<file path="config.mk">
export PLATFORM = sky130hd
export DESIGN_NAME = bt_output_report_framer
export DESIGN_NICKNAME = d
export VERILOG_FILES = /design/src/rtl/bof_pkg.sv /design/src/rtl/bof_ctrl.sv /design/src/rtl/bof_datapath.sv /design/src/rtl/bt_output_report_framer.sv
export SDC_FILE = /design/constraint.sdc
export NUM_CORES = 1
export LEC_CHECK = 0
export ABC_AREA = 0
export BUFFER_PORTS_ARGS = -buffer_cell sky130_fd_sc_hd__clkbuf_2
export CAP_MARGIN = 20
export CORE_MARGIN = 2
export CORE_UTILIZATION = 27
export DETAILED_ROUTE_END_ITERATION = 8
export HOLD_SLACK_MARGIN = 0.12
export PLACE_DENSITY = 0.43
export SYNTH_ARGS = -nofsm -noshare
export SYNTH_HDL_FRONTEND = slang
export SYNTH_SLANG_ARGS = --single-unit
</file>
<file path="constraint.sdc">
create_clock -name clk -period 4.24 [get_ports clk]
set_input_delay 0.848 -clock clk [delete_from_list [all_inputs] [get_ports clk]]
set_output_delay 0.848 -clock clk [all_outputs]
set_load 0.05 [all_outputs]
</file>
<file path="src/rtl/bof_pkg.sv">
// ---------------------------------------------------------------------------
// bof_pkg
// Shared types, constants and the crc-32 byte update for the report framer.
// ---------------------------------------------------------------------------
package bof_pkg;

    localparam int FRAME_LEN        = 74;
    localparam int MIN_WIRELESS_LEN = 15;
    localparam int MAX_RESULTS      = 64;
    localparam int PAD_ROOM         = MAX_RESULTS - 4;

    localparam logic [31:0] CRC_POLY      = 32'hEDB88320;
    localparam logic [31:0] CRC_INIT      = 32'hFFFFFFFF;
    localparam logic [7:0]  CRC_SEED_BYTE = 8'hA2;

    localparam logic [7:0] ID_OLD_PAD  = 8'h05;
    localparam logic [7:0] ID_NEW_PAD  = 8'h02;
    localparam logic [7:0] HDR_OLD_B0  = 8'h11;
    localparam logic [7:0] HDR_OLD_B1  = 8'hC0;
    localparam logic [7:0] HDR_OLD_B2  = 8'h00;
    localparam logic [7:0] HDR_NEW_B0  = 8'h31;
    localparam logic [7:0] HDR_NEW_B2  = 8'h10;

    // configuration register indexes
    localparam logic [1:0] REG_WIRELESS = 2'd0;
    localparam logic [1:0] REG_KIND     = 2'd1;
    localparam logic [1:0] REG_MAX_LEN  = 2'd2;

    // header rewrite kinds
    localparam logic [1:0] HDR_NONE = 2'd0;
    localparam logic [1:0] HDR_OLD  = 2'd1;
    localparam logic [1:0] HDR_NEW  = 2'd2;

    typedef struct packed {
        logic       accept;
        logic       pass;
        logic       frame;
        logic       pad_load;
        logic       pad;
        logic       crc;
        logic       finish;
        logic [1:0] step;
    } cmd_t;

    typedef struct packed {
        logic drop;
        logic wireless;
        logic hdr_multi;
        logic last;
        logic pad_zero;
        logic out_free;
    } status_t;

    function automatic logic [31:0] crc_byte(input logic [31:0] crc_in,
                                             input logic [7:0]  data);
        logic [31:0] c;
        c = crc_in ^ {24'd0, data};
        for (int i = 0; i < 8; i++)
        begin
            if (c[0])
                c = (c >> 1) ^ CRC_POLY;
            else
                c = c >> 1;
        end
        return c;
    endfunction

    localparam logic [31:0] CRC_SEEDED = crc_byte(CRC_INIT, CRC_SEED_BYTE);

endpackage

</file>
<file path="src/rtl/bof_ctrl.sv">
// ---------------------------------------------------------------------------
// bof_ctrl
// Sequencer for the report framer: steps one input byte through pass,
// header, padding and crc phases, one output transaction at a time.
// ---------------------------------------------------------------------------
module bof_ctrl
(
    input  logic            clk,
    input  logic            rst_n,
    input  logic            s_tvalid,
    output logic            s_tready,
    input  bof_pkg::status_t status,
    output bof_pkg::cmd_t    cmd
);

    localparam logic [2:0] S_IDLE = 3'd0;
    localparam logic [2:0] S_DISP = 3'd1;
    localparam logic [2:0] S_PASS = 3'd2;
    localparam logic [2:0] S_BODY = 3'd3;
    localparam logic [2:0] S_PLD  = 3'd4;
    localparam logic [2:0] S_PAD  = 3'd5;
    localparam logic [2:0] S_CRC  = 3'd6;
    localparam logic [2:0] S_END  = 3'd7;

    logic [2:0] state_reg;
    logic [2:0] state_next;
    logic [1:0] step_reg;
    logic [1:0] step_next;

    always_ff @(posedge clk or negedge rst_n)
    begin
        if (!rst_n)
        begin
            state_reg <= S_IDLE;
            step_reg  <= 2'd0;
        end
        else
        begin
            state_reg <= state_next;
            step_reg  <= step_next;
        end
    end

    assign s_tready = (state_reg == S_IDLE);

    always_comb
    begin
        state_next = state_reg;
        step_next  = step_reg;
        cmd        = '0;
        cmd.step   = step_reg;
        unique case (state_reg)
            S_IDLE:
            begin
                if (s_tvalid)
                begin
                    cmd.accept = 1'b1;
                    state_next = S_DISP;
                end
            end
            S_DISP:
            begin
                step_next = 2'd0;
                if (status.drop)
                    state_next = S_END;
                else if (!status.wireless)
                    state_next = S_PASS;
                else
                    state_next = S_BODY;
            end
            S_PASS:
            begin
                if (status.out_free)
                begin
                    cmd.pass   = 1'b1;
                    state_next = S_END;
                end
            end
            S_BODY:
            begin
                if (status.out_free)
                begin
                    cmd.frame = 1'b1;
                    if (status.hdr_multi && step_reg != 2'd2)
                        step_next = step_reg + 2'd1;
                    else if (status.last)
                        state_next = S_PLD;
                    else
                        state_next = S_END;
                end
            end
            S_PLD:
            begin
                cmd.pad_load = 1'b1;
                state_next   = S_PAD;
            end
            S_PAD:
            begin
                step_next = 2'd0;
                if (status.pad_zero)
                    state_next = S_CRC;
                else if (status.out_free)
                    cmd.pad = 1'b1;
            end
            S_CRC:
            begin
                if (status.out_free)
                begin
                    cmd.crc   = 1'b1;
                    step_next = step_reg + 2'd1;
                    if (step_reg == 2'd3)
                        state_next = S_END;
                end
            end
            S_END:
            begin
                cmd.finish = 1'b1;
                state_next = S_IDLE;
            end
            default:
            begin
                state_next = S_IDLE;
            end
        endcase
    end

endmodule

</file>
<file path="src/rtl/bof_datapath.sv">
// ---------------------------------------------------------------------------
// bof_datapath
// Report framer datapath: configuration registers, report state, header
// rewrite, crc-32 accumulator, padding counter and output register.
// ---------------------------------------------------------------------------
module bof_datapath
(
    input  logic             clk,
    input  logic             rst_n,
    input  logic             cfg_valid,
    input  logic [1:0]       cfg_addr,
    input  logic [15:0]      cfg_data,
    input  logic [23:0]      s_tdata,
    input  logic             s_tlast,
    output logic             m_tvalid,
    input  logic             m_tready,
    output logic [7:0]       m_tdata,
    output logic             m_tlast,
    input  bof_pkg::cmd_t    cmd,
    output bof_pkg::status_t status
);

    logic        wireless_reg;
    logic        kind_reg;
    logic [15:0] max_len_reg;

    logic [3:0]  seq_reg;
    logic [31:0] crc_reg;
    logic [6:0]  fpos_reg;
    logic        drop_reg;
    logic [15:0] bidx_reg;
    logic [1:0]  res_cnt_reg;
    logic [6:0]  pad_cnt_reg;

    logic [7:0]  byte_reg;
    logic        last_reg;
    logic        first_reg;

    logic        out_valid_reg;
    logic [7:0]  out_byte_reg;
    logic        out_end_reg;

    logic [7:0]  in_byte;
    logic [15:0] in_len;
    logic        in_first;
    logic        drop_next;
    logic [1:0]  hdr_kind;
    logic [7:0]  frame_byte;
    logic        frame_room;
    logic        put_frame;
    logic [7:0]  put_byte;
    logic [31:0] crc_out;
    logic [7:0]  crc_sel;
    logic [6:0]  pad_remain;
    logic [6:0]  pad_room;
    logic        out_free;

    assign in_byte  = s_tdata[7:0];
    assign in_len   = s_tdata[23:8];
    assign in_first = (bidx_reg == 16'd0);
    assign drop_next = (in_len > max_len_reg) ||
                       (wireless_reg &&
                        in_len < 16'(bof_pkg::MIN_WIRELESS_LEN));

    always_comb
    begin
        hdr_kind = bof_pkg::HDR_NONE;
        if (first_reg && !kind_reg && byte_reg == bof_pkg::ID_OLD_PAD)
            hdr_kind = bof_pkg::HDR_OLD;
        else if (first_reg && kind_reg && byte_reg == bof_pkg::ID_NEW_PAD)
            hdr_kind = bof_pkg::HDR_NEW;
    end

    always_comb
    begin
        frame_byte = byte_reg;
        if (hdr_kind == bof_pkg::HDR_OLD)
        begin
            case (cmd.step)
                2'd0:    frame_byte = bof_pkg::HDR_OLD_B0;
                2'd1:    frame_byte = bof_pkg::HDR_OLD_B1;
                default: frame_byte = bof_pkg::HDR_OLD_B2;
            endcase
        end
        else if (hdr_kind == bof_pkg::HDR_NEW)
        begin
            case (cmd.step)
                2'd0:    frame_byte = bof_pkg::HDR_NEW_B0;
                2'd1:    frame_byte = {seq_reg, 4'd0};
                default: frame_byte = bof_pkg::HDR_NEW_B2;
            endcase
        end
    end

    // frame bytes beyond the frame length are swallowed
    assign frame_room = (fpos_reg < 7'(bof_pkg::FRAME_LEN));
    assign put_frame  = (cmd.frame || cmd.pad) && frame_room;
    assign put_byte   = cmd.pad ? 8'h00 : frame_byte;

    assign crc_out = ~crc_reg;
    always_comb
    begin
        case (cmd.step)
            2'd0:    crc_sel = crc_out[7:0];
            2'd1:    crc_sel = crc_out[15:8];
            2'd2:    crc_sel = crc_out[23:16];
            default: crc_sel = crc_out[31:24];
        endcase
    end

    assign pad_remain = 7'(bof_pkg::FRAME_LEN) - fpos_reg;
    assign pad_room   = 7'(bof_pkg::PAD_ROOM) - {5'd0, res_cnt_reg};

    assign out_free = !out_valid_reg || m_tready;

    // configuration
    always_ff @(posedge clk or negedge rst_n)
    begin
        if (!rst_n)
        begin
            wireless_reg <= 1'b0;
            kind_reg     <= 1'b0;
            max_len_reg  <= 16'd78;
        end
        else if (cfg_valid)
        begin
            unique case (cfg_addr)
                bof_pkg::REG_WIRELESS: wireless_reg <= cfg_data[0];
                bof_pkg::REG_KIND:     kind_reg     <= cfg_data[0];
                bof_pkg::REG_MAX_LEN:  max_len_reg  <= cfg_data;
                default:               ;
            endcase
        end
    end

    // item holding registers
    always_ff @(posedge clk)
    begin
        if (cmd.accept)
        begin
            byte_reg  <= in_byte;
            last_reg  <= s_tlast;
            first_reg <= in_first;
        end
    end

    // report state
    always_ff @(posedge clk or negedge rst_n)
    begin
        if (!rst_n)
        begin
            seq_reg     <= 4'd0;
            crc_reg     <= bof_pkg::CRC_INIT;
            fpos_reg    <= 7'd0;
            drop_reg    <= 1'b0;
            bidx_reg    <= 16'd0;
            res_cnt_reg <= 2'd0;
            pad_cnt_reg <= 7'd0;
        end
        else
        begin
            if (cmd.accept)
            begin
                if (in_first)
                begin
                    drop_reg <= drop_next;
                    if (wireless_reg)
                    begin
                        crc_reg  <= bof_pkg::CRC_SEEDED;
                        fpos_reg <= 7'd0;
                    end
                end
                if (s_tlast)
                    bidx_reg <= 16'd0;
                else if (bidx_reg != 16'hFFFF)
                    bidx_reg <= bidx_reg + 16'd1;
            end
            if (put_frame)
            begin
                crc_reg  <= bof_pkg::crc_byte(crc_reg, put_byte);
                fpos_reg <= fpos_reg + 7'd1;
            end
            if (cmd.frame && frame_room)
                res_cnt_reg <= res_cnt_reg + 2'd1;
            if (cmd.frame && hdr_kind == bof_pkg::HDR_NEW && cmd.step == 2'd2)
                seq_reg <= seq_reg + 4'd1;
            if (cmd.pad_load)
                pad_cnt_reg <= (pad_remain < pad_room) ? pad_remain : pad_room;
            else if (cmd.pad)
                pad_cnt_reg <= pad_cnt_reg - 7'd1;
            if (cmd.finish)
            begin
                res_cnt_reg <= 2'd0;
                if (last_reg)
                begin
                    drop_reg <= 1'b0;
                    fpos_reg <= 7'd0;
                    crc_reg  <= bof_pkg::CRC_INIT;
                end
            end
        end
    end

    // output register
    always_ff @(posedge clk or negedge rst_n)
    begin
        if (!rst_n)
            out_valid_reg <= 1'b0;
        else if (cmd.pass || put_frame || cmd.crc)
            out_valid_reg <= 1'b1;
        else if (m_tready)
            out_valid_reg <= 1'b0;
    end

    always_ff @(posedge clk)
    begin
        if (cmd.pass)
        begin
            out_byte_reg <= byte_reg;
            out_end_reg  <= last_reg;
        end
        else if (put_frame)
        begin
            out_byte_reg <= put_byte;
            out_end_reg  <= 1'b0;
        end
        else if (cmd.crc)
        begin
            out_byte_reg <= crc_sel;
            out_end_reg  <= (cmd.step == 2'd3);
        end
    end

    assign m_tvalid = out_valid_reg;
    assign m_tdata  = out_byte_reg;
    assign m_tlast  = out_end_reg;

    assign status.drop      = drop_reg;
    assign status.wireless  = wireless_reg;
    assign status.hdr_multi = (hdr_kind != bof_pkg::HDR_NONE);
    assign status.last      = last_reg;
    assign status.pad_zero  = (pad_cnt_reg == 7'd0);
    assign status.out_free  = out_free;

endmodule

</file>
<file path="src/rtl/bt_output_report_framer.sv">
// ---------------------------------------------------------------------------
// bt_output_report_framer
// Output report framer: pass-through or wireless framing with crc-32 trailer.
// ---------------------------------------------------------------------------
// sequencing: an input byte is accepted when idle, dispatched, then sent through
// the pass or body state (or dropped) and an end state. A rewritten header byte
// gives three output bytes, the last wireless byte padding and four crc bytes.
// Output holds for the sink; s_tready is high only when idle, so one byte at a time.
// reset: rst_n asynchronous, clears config (max length 78), sequence and crc.
module bt_output_report_framer
(
    input  logic        clk,
    input  logic        rst_n,
    input  logic        cfg_valid,
    output logic        cfg_ready,
    input  logic [1:0]  cfg_addr,
    input  logic [15:0] cfg_data,
    input  logic        s_tvalid,
    output logic        s_tready,
    input  logic [23:0] s_tdata,   // data_byte [7:0], report_len [23:8]
    input  logic        s_tlast,   // last_byte
    output logic        m_tvalid,
    input  logic        m_tready,
    output logic [7:0]  m_tdata,   // out_byte [7:0]
    output logic        m_tlast    // frame_end
);

    bof_pkg::cmd_t    cmd;
    bof_pkg::status_t status;

    assign cfg_ready = 1'b1;

    bof_ctrl u_ctrl
    (
        .clk      (clk),
        .rst_n    (rst_n),
        .s_tvalid (s_tvalid),
        .s_tready (s_tready),
        .status   (status),
        .cmd      (cmd)
    );

    bof_datapath u_datapath
    (
        .clk       (clk),
        .rst_n     (rst_n),
        .cfg_valid (cfg_valid),
        .cfg_addr  (cfg_addr),
        .cfg_data  (cfg_data),
        .s_tdata   (s_tdata),
        .s_tlast   (s_tlast),
        .m_tvalid  (m_tvalid),
        .m_tready  (m_tready),
        .m_tdata   (m_tdata),
        .m_tlast   (m_tlast),
        .cmd       (cmd),
        .status    (status)
    );

endmodule

</file>
==> impl_metrics.ini, run 1 <==
[yosys]
synthAdderAreaFrac = 0.0530
netlist.area_leader.share = 0.201
synth.distinct_cells = 72
synth_commonest_cells = 58 x nor2_1, 58 x xnor2_1, 57 x dfrtp_1
synthTopCellsByArea = dfrtp_1 20%, dfstp_2 13%, edfxtp_1 8.1%
synthMuxAreaShare = 0.0390
ys.flop_type = dfrtp_1
synth_warnings = 0
synth_compound_area_frac = 0.151
ys_ff_latch = 112
synth-xor-area-share = 0.154
synth.net_count = 796
synth-async-reset-ratio = 0.830
ys_seq_area_frac = 0.415
synth_simple_gate_area_frac = 0.152
synth_edf_count = 19
synth_top_family_by_area = XOR/XNOR gates
synthCells = 718
synth_top_cell_by_area = dfrtp_1
netlist_area_um2 = 7080
synth.avg_cell_area_um2 = 9.86

[floorplan]
die_h_um = 166
initial_core_util = 0.273
die_w_um = 166
die_area_um2 = 27500
num_rows = 59
boundaryPins = 60
core_area_um2 = 25900

[routing]
routed_wl_mm = 19.4
vias = 5438
drt-initial-drc-count = 274
detail-route-antenna-nets = 0
avgViaCountPerCell = 4.90
drt_first_pass_iters = 5
avgRoutedWirePerCell_um = 17.5
post-route-drc-count = 0

[global_routing]
grt_pass1_vias = 5298
grt_pass1_wl_mm = 31.0
grtUsageTotal = 0.143
antenna_found_initial = 0
overflow = 0
grt_max_degree = 38

[sta]
maxSlewHeadroom = 0.367
rsz0062_at_grt = false
skew_ns = 0.0151
clock.fmax_mhz = 292
worst_slew_pin_slew_ns = 0.940
fin_tns_setup_ns = 0
fin_hold_ws_ns = 0.464
slew_violations = 0
setup_viol = 0
hold_viol = 0
period_share = 0.808
layout_min_cycle_time_ns = 3.42

[setup_path]
critPathLaunch = u_datapath.byte_reg[2]
required_ns = 4.53
critPathLaunchType = flop
r2r_end = u_datapath.crc_reg[24]
crit_fanout = 8
endpoint = u_datapath.crc_reg[24]
criticalPathCategory = flop to flop
rrSetupSlack_ns = 0.82
r2r_start = u_datapath.byte_reg[2]
r2r_cells = 9
worst_setup_path_end_kind = flop
cp.arrival_ns = 3.72

[clock_tree]
cts-resized-gates = 0
cts_tree = yes
clkTransAtPathRegs_ns = 0.08
ctsLongestPathBuffers = 2
cts_root_buf = clkbuf_16
cts_buffers = 9
clkLatencyLatePin_ns = 0.37
cts_setup_buffers = 0
clock-sinks = 112
htreeDepth = 3
ctsHoldBuffers = 0

[finish]
num_antenna_cells = 0
synthToLayoutAreaGrowth_pct = 13.8
largest_reg_flops = 32
postLayoutCoreUtil = 0.311
seqCellArea_um2 = 2940
drive_gt1_frac = 0.217
multi_input_area_um2 = 3890
nFillCells = 2714
nets = 847

[run]
max-cap-violations = 0

[power_and_ir_drop]
p_int_mw = 3.86
pwr-share-comb = 0.589
swShare = 0.462
p_leak_nw = 3.31
clkPwrFrac = 0.122
powerDensity_nw_per_um2 = 890
switching_power_mw = 3.32
p_seq_frac = 0.289
p_total_mw = 7.18
ir_drop_uv = 372

[run_status]
status = finished, final reports clean

[worst_hold_path]
hold_path.class = primary input to async pin

[placed_design]
dp_hpwl_mm = 14.8
gp_congestion = 0.853
port_buffers = 58
cells by family after synthesis:
| logic type | Yosys count |
|---|---|
| DFF | 112 |
| AOI/OAI and AO/OA | 167 |
| muxes | 25 |
| other | 1 |
| adders and majority gates | 30 |
| xor gates and xnor gates | 104 |
| buffers and inverters | 67 |
| and+or+nand+nor | 212 |
power groups by stage:
stage | Clock, mW | Combinational (mW) | Sequential (mW)
after floorplan | 0 | 3.18 | 2.06
after global placement | 0 | 4.28 | 2.10
after detailed placement | 0 | 4.27 | 2.09
after CTS | 0.917 | 4.29 | 2.07
after global routing | 0.953 | 4.68 | 2.13
final | 0.877 | 4.23 | 2.07
layout by cell type (no fill, tap or decap), drive strengths merged, types with 3 or more instances in the layout:
cell type  instances
a31oi             12
dfrtp             57
xor2              39
a21oi             41
ha                30
o21ai             48
nor3              13
clkbuf            66
inv               42
buf               12
and3               6
nand2b             9
o311ai             4
o211ai            10
nor2b              7
o21a               4
nor4               4
nor2              59
nor4b              3
nor3b              4
or2                3
mux2              21
or4                5
edfxtp            19
o22ai             13
or3                3
o31ai              7
nand4             10
a21o               4
and2               3
a211oi             7
dfstp             36
mux2i              4
clkinv             3
nand2             56
xnor2             64
nand3             18
stage by stage:
stage	setup WS (ns)	cells	cell area [µm²]
floorplan	1.06	718	7080
global placement	0.855	1093	7770
detailed placement	0.771	1093	7770
CTS	0.806	1109	8060
global route	0.619	1109	8060
finish	0.816	1109	8060
how the worst min path moves through the flow:
stage / startpoint / endpoint / slack (ns) / cells after the start
final: rst_n / u_datapath.m_tvalid / 0.46 / 1
after floorplan: u_datapath.seq_reg[3] / u_datapath.seq_reg[3] / 0.45 / 1
after global placement: u_datapath.seq_reg[3] / u_datapath.seq_reg[3] / 0.47 / 1
after global routing: rst_n / u_datapath.bidx_reg[11] / 0.50 / 1
after CTS: rst_n / u_datapath.m_tvalid / 0.47 / 1
after detailed placement: u_datapath.seq_reg[3] / u_datapath.seq_reg[3] / 0.47 / 1
area by class of cell:
cell class | count | area share
multi-input cells | 539 | 0.482
flip-flops and latches | 112 | 0.365
well taps | 335 | 0.0520
repair buffers | 69 | 0.0465
clock buffers | 9 | 0.0279
inverters | 38 | 0.0177
clock inverters | 7 | 0.00869
metal layers:
metal	GRT usage	wire length, µm	vias to the layer above
met5	0	0	-
met2	0.220	8800	132
li1	-	-	2630
met3	0.0286	763	28
met1	0.203	9440	2648
met4	0.0435	386	0
worst max-delay path: stages, from the launching register on:
cell and delay (ns):
edfxtp_1 0.49, or4bb_1 0.59, o21ai_0 0.23, a21oi_1 0.13
a211oi_1 0.36, xnor2_1 0.33, xor2_1 0.73, xnor2_1 0.18
xnor2_1 0.17, o21ai_1 0.14
No activity file was read; power rests on OpenSTA's default activity.
==> run 2, diff against run 1 <==
==> constraint.sdc (replaced) <==
create_clock -name clk -period 3.4 [get_ports clk]
set_input_delay 0.68 -clock clk [delete_from_list [all_inputs] [get_ports clk]]
set_output_delay 0.68 -clock clk [all_outputs]
set_load 0.05 [all_outputs]
==> run 2 against run 1 <==
  * Wire length down 0.18%
  * Fmax up 10%
  * Setup slack worse by 0.52 ns
  * Global-route usage down 0.052 points
  * Core utilization up 0.61 points
  * Cell count up 1.7%
  * Register-to-register slack worse by 0.52 ns
  * Combinational power up 32%
  * Sequential share of layout area down 0.71 points
  * Die area unchanged
  * Total power up 28%
  * Highest routed layer is now met5
==> impl_metrics.ini, run 2 (same netlist as run 1, synthesis figures left out) <==
[routing]
drt_first_pass_iters = 5
vias = 5381
avgRoutedWirePerCell_um = 17.2
drt-initial-drc-count = 307
post-route-drc-count = 0
detail-route-antenna-nets = 0
avgViaCountPerCell = 4.77
routed_wl_mm = 19.4

[worst_hold_path]
hold_path.class = primary input to async pin

[finish]
stdcell_count = 1128
postLayoutCoreUtil = 0.317
final_area_um2 = 8220
nets = 866
num_antenna_cells = 0
final_cell_mix = 58 x nor2_1, 58 x xnor2_1, 57 x clkbuf_2, 57 x dfrtp_1, 56 x nand2_1
drive_gt1_frac = 0.236
synthToLayoutAreaGrowth_pct = 16.1
largest_reg_flops = 32

[run]
max-cap-violations = 0

[clock_tree]
cts_buffers = 9
htreeDepth = 3
cts_root_buf = clkbuf_16
clkLatencyLatePin_ns = 0.37
cts_tree = yes
ctsLongestPathBuffers = 2
cts-resized-gates = 0
clkTransAtPathRegs_ns = 0.08
clock-sinks = 112

[power_and_ir_drop]
p_total_mw = 9.19
ir_drop_uv = 685
p_leak_nw = 3.41
powerDensity_nw_per_um2 = 1120

[sta]
hold_viol = 0
slew_violations = 0
layout_min_cycle_time_ns = 3.11
setup_viol = 0
period_share = 0.913
clock.fmax_mhz = 322
fin_tns_setup_ns = 0
skew_ns = 0.0158
rsz0062_at_grt = false
final.setup.worst_slack_ns = 0.294
maxSlewHeadroom = 0.457
fin_hold_ws_ns = 0.318
worst_slew_pin_slew_ns = 0.812

[run_status]
status = finished, final reports clean

[floorplan]
boundaryPins = 60
die_area_um2 = 27500
die_w_um = 166
num_rows = 59
initial_core_util = 0.273
core_area_um2 = 25900
die_h_um = 166

[setup_path]
critPathLaunchType = flop
required_ns = 3.69
criticalPathCategory = flop to flop
cp.arrival_ns = 3.39
crit_fanout = 6
worst_setup_path_end_kind = flop

[global_routing]
grt_pass1_vias = 5563
antenna_found_initial = 1
grtUsageTotal = 0.143
overflow = 0
grt_pass1_wl_mm = 31.0
grt_max_degree = 51

[placed_design]
dpl.cell_count = 1109
pre_cts_ws_ns = 0.271
detailed_place.area_um2 = 7900
gp_congestion = 0.830
dp_hpwl_mm = 14.8
port_buffers = 58
-- run 2: cell types whose count changed in the layout (fill, tap and decap cells not counted), sizes merged --
cell | before | now
buf | 12 | 31
clkinv | 3 | 6
inv | 42 | 39
-- run 2: routing by layer --
metal,wire (µm),share of wire,global-route usage,vias to the layer above
li1,-,-,-,2665
met4,368,0.019,0.0454,2
met5,10,0.00052,0,-
met3,756,0.039,0.0300,25
met2,8830,0.46,0.227,98
met1,9380,0.48,0.195,2591
-- run 2: worst paths after layout --
| check | cells past startpoint | slack [ns] | end | start |
|---|---|---|---|---|
| max | 9 | 0.29 | u_datapath.crc_reg[18] | u_datapath.byte_reg[0] |
| min | 1 | 0.32 | u_datapath.seq_reg[3] | rst_n |
| max reg2reg | 9 | 0.29 | u_datapath.crc_reg[18] | u_datapath.byte_reg[0] |
| min reg2reg | 1 | 0.48 | u_datapath.seq_reg[3] | u_datapath.seq_reg[3] |
| max in group asynchronous | 2 | 2.35 | u_datapath.crc_reg[3] | rst_n |
| min in group clk | 1 | 0.48 | u_datapath.seq_reg[3] | u_datapath.seq_reg[3] |
-- run 2: area by class of cell --
class	instances	area [µm²]
clock buffers	9	225
clock inverters	7	73.8
fillers	2716	17700
inverters	38	143
multi-input cells	539	3890
flip-flops and latches	112	2940
well taps	335	419
repair buffers	88	531
-- run 2: timing repair --
item,in CTS,in global routing
setup endpoints to repair,0,2
hold buffers,0,0
buffers inserted,0,3
-- run 2: critical path, stage by stage (launching register included) --
cell      delay [ns]
edfxtp_1        0.49
or4bb_1         0.65
nor4_1          0.27
o221a_2         0.31
xnor2_4         0.13
xnor3_2         0.44
xor2_4          0.24
xor2_2          0.17
xnor2_1         0.13
a22oi_1         0.19
-- run 2: report_power, final --
part	internal (mW)	switching, mW
Clock	0.521	0.565
Sequential	2.05	0.491
Combinational	2.44	3.13
==> run 3, diff against run 2 <==
--- a/config.mk
+++ b/config.mk
@@ -5,7 +5,7 @@
 export SDC_FILE = /design/constraint.sdc
 export NUM_CORES = 1
 export LEC_CHECK = 0
-export ABC_AREA = 0
+export ABC_AREA = 1
 export BUFFER_PORTS_ARGS = -buffer_cell sky130_fd_sc_hd__clkbuf_2
 export CAP_MARGIN = 20
 export CORE_MARGIN = 2
@@ -13,6 +13,7 @@
 export DETAILED_ROUTE_END_ITERATION = 8
 export HOLD_SLACK_MARGIN = 0.12
 export PLACE_DENSITY = 0.43
+export REMOVE_ABC_BUFFERS = 1
 export SYNTH_ARGS = -nofsm -noshare
 export SYNTH_HDL_FRONTEND = slang
 export SYNTH_SLANG_ARGS = --single-unit
==> run 3 against run 2 <==
  * Hold slack better by 0.092 ns
  * Sequential share of layout area is 1.2 points lower
  * Clock power is 10% higher
  * Critical path type unchanged
  * Total power is 5.3% lower
  * Setup slack better by 0.41 ns
  * Wire length is 16% higher
  * Critical endpoint is now u_datapath.crc_reg[27]
  * Cell count is 24% higher
  * Largest power group unchanged
  * Critical path depth is 9 higher
  * Register-to-register slack better by 0.41 ns
  * Sequential power hardly changed
==> impl_metrics.ini, run 3 <==
[floorplan]
num_rows = 60
boundaryPins = 60
die_area_um2 = 28900
core_area_um2 = 27000
initial_core_util = 0.275
die_h_um = 170
die_w_um = 170

[global_routing]
grt_pass1_vias = 6416
met3_usage = 0.0335
met2_usage = 0.252
grtUsageTotal = 0.161
overflow = 0
met1_usage = 0.226
antenna_found_initial = 1
grt_pass1_wl_mm = 35.9
grt_max_degree = 57
busiest_layer = met2

[finish]
final_area_um2 = 8510
synthToLayoutAreaGrowth_pct = 14.3
final_common_cell = nand2_1
num_antenna_cells = 0
nets = 1130
drive_gt1_frac = 0.182
nFillCells = 2963
largest_reg_flops = 32
final_cell_mix = 236 x nand2_1, 112 x inv_1, 94 x nand3_1

[worst_hold_path]
hold_path.class = primary input to async pin

[yosys]
synth_edf_count = 19
ys_seq_area_frac = 0.395
synth-async-reset-ratio = 0.830
synthMuxAreaShare = 0.00151
synth.most_common_cell = nand2_1
synth_warnings = 0
synth.avg_cell_area_um2 = 7.55
synth_compound_area_frac = 0.142
ys.flop_type = dfrtp_1
netlist_area_um2 = 7440
ys_ff_latch = 112
synth_top_family_by_area = simple AND/OR/NAND/NOR gates
netlist.area_leader.share = 0.192
synth_commonest_cells = 236 x nand2_1, 112 x inv_1, 94 x nand3_1
synth-xor-area-share = 0.0373
synthAdderAreaFrac = 0.0504
synth_simple_gate_area_frac = 0.294
synth.distinct_cells = 54
synthCells = 986
synth_top_cell_by_area = dfrtp_1
synthTopCellsByArea = dfrtp_1 19%, dfstp_2 13%, nand2_1 12%

[sta]
skew_ns = 0.0101
hold_viol = 0
setup_viol = 0
slew_violations = 0
maxSlewHeadroom = 0.456
worst_slew_pin_slew_ns = 0.816
clock.fmax_mhz = 371
final.setup.worst_slack_ns = 0.706
rsz0062_at_grt = false
period_share = 0.792
fin_hold_ws_ns = 0.409
fin_tns_setup_ns = 0
layout_min_cycle_time_ns = 2.69

[clock_tree]
ctsLongestPathBuffers = 2
cts_buffers = 9
clkLatencyLatePin_ns = 0.37
ctsHoldBuffers = 0
clock-sinks = 112
clkTransAtPathRegs_ns = 0.09
cts_tree = yes
htreeDepth = 3
cts-resized-gates = 0
cts_setup_buffers = 0
cts_root_buf = clkbuf_16

[power_and_ir_drop]
powerDensity_nw_per_um2 = 1020
p_leak_nw = 4.08
ir_drop_uv = 347

[routing]
avgViaCountPerCell = 4.87
drt_first_pass_iters = 8
drt-initial-drc-count = 509
detail-route-antenna-nets = 0
avgRoutedWirePerCell_um = 16.0
vias = 6803
routed_wl_mm = 22.4
post-route-drc-count = 0

[setup_path]
rrSetupSlack_ns = 0.71
criticalPathCategory = flop to flop
r2r_cells = 18
cpMaxStageDelayCell = dfrtp_1
cp.arrival_ns = 3.01
crit_chain = inv_1, ha_1, inv_1, nor3_2, nand2_1, nand3_4, nand2_1, inv_2, nand2_1, nand2_1, nand3_1, nand2_2, nand2_1, nand2_1, inv_1, nand2_1, nand3_1, nand3_1
cp_slowest_stage_delay_ns = 0.38
crit_fanout = 18
required_ns = 3.72
r2r_start = u_datapath.pad_cnt_reg[0]
worst_setup_path_end_kind = flop
r2r_end = u_datapath.crc_reg[27]
critPathLaunchType = flop
cp_common_cell = nand2_1

[run_status]
status = finished, final reports clean

[placed_design]
detailed_place.area_um2 = 8180
port_buffers = 58
dp_hpwl_mm = 17.1
pre_cts_ws_ns = 0.524
gp_congestion = 0.894

[run]
max-cap-violations = 0
[run 3: final cells by class]
type | instances | area [µm²] | share of cell area
clock buffer | 9 | 225 | 0.0265
clock inverter | 7 | 103 | 0.0121
inverter | 130 | 490 | 0.0576
multi-input combinational | 727 | 3910 | 0.460
sequential | 112 | 2940 | 0.346
tap | 341 | 427 | 0.0501
timing repair buffer | 72 | 410 | 0.0482
[run 3: stage by stage]
stage,total power [mW],instances,util
5_1_grt,9.52,1398,0.315
2_1_floorplan,6.01,969,-
3_3_place_gp,7.50,1382,0.303
4_1_cts,8.76,1398,0.315
6_report,8.70,1398,0.315
3_5_place_dp,7.50,1382,0.303
[run 3: worst max-delay path by stage]
stage / cells after the start / start / slack [ns] / end
6_report: 18 / u_datapath.pad_cnt_reg[0] / 0.71 / u_datapath.crc_reg[27]
5_1_grt: 19 / u_datapath.pad_cnt_reg[1] / 0.40 / u_datapath.crc_reg[17]
4_1_cts: 18 / u_datapath.pad_cnt_reg[0] / 0.69 / u_datapath.crc_reg[27]
3_5_place_dp: 12 / m_tready / 0.52 / u_datapath.crc_reg[5]
3_3_place_gp: 12 / m_tready / 0.54 / u_datapath.crc_reg[5]
2_1_floorplan: 5 / m_tready / 0.41 / u_datapath.m_tdata[0]
[run 3: power by group]
part / internal [mW] / leakage, nW / switching (mW)
Sequential: 2.07 / 1.27 / 0.462
Clock: 0.606 / 0.162 / 0.598
Combinational: 1.63 / 2.65 / 3.34
[run 3: kinds of logic (layout without fill, tap and decap cells)]
family | count (synthesis) | count (layout)
DFF | 112 | 112
and+or+nand+nor | 483 | 483
AOI/OAI and AO/OA | 185 | 185
buffers and inverters | 147 | 218
xor gates and xnor gates | 27 | 27
other | 1 | 1
adders and majority gates | 30 | 30
muxes | 1 | 1
[run 3: layer usage]
metal / part of all wire / vias to the layer above
met3: 0.052 / 16
met2: 0.45 / 155
met4: 0.013 / 0
li1: - / 3441
met5: 0 / -
met1: 0.49 / 3191
[run 3: worst max-delay path: cells and delay by family, from the launching register on]
family	cells	cell delay [ns]
and+or+nand+nor	13	1.73
DFF	1	0.38
buffers and inverters	4	0.35
adders and majority gates	1	0.18
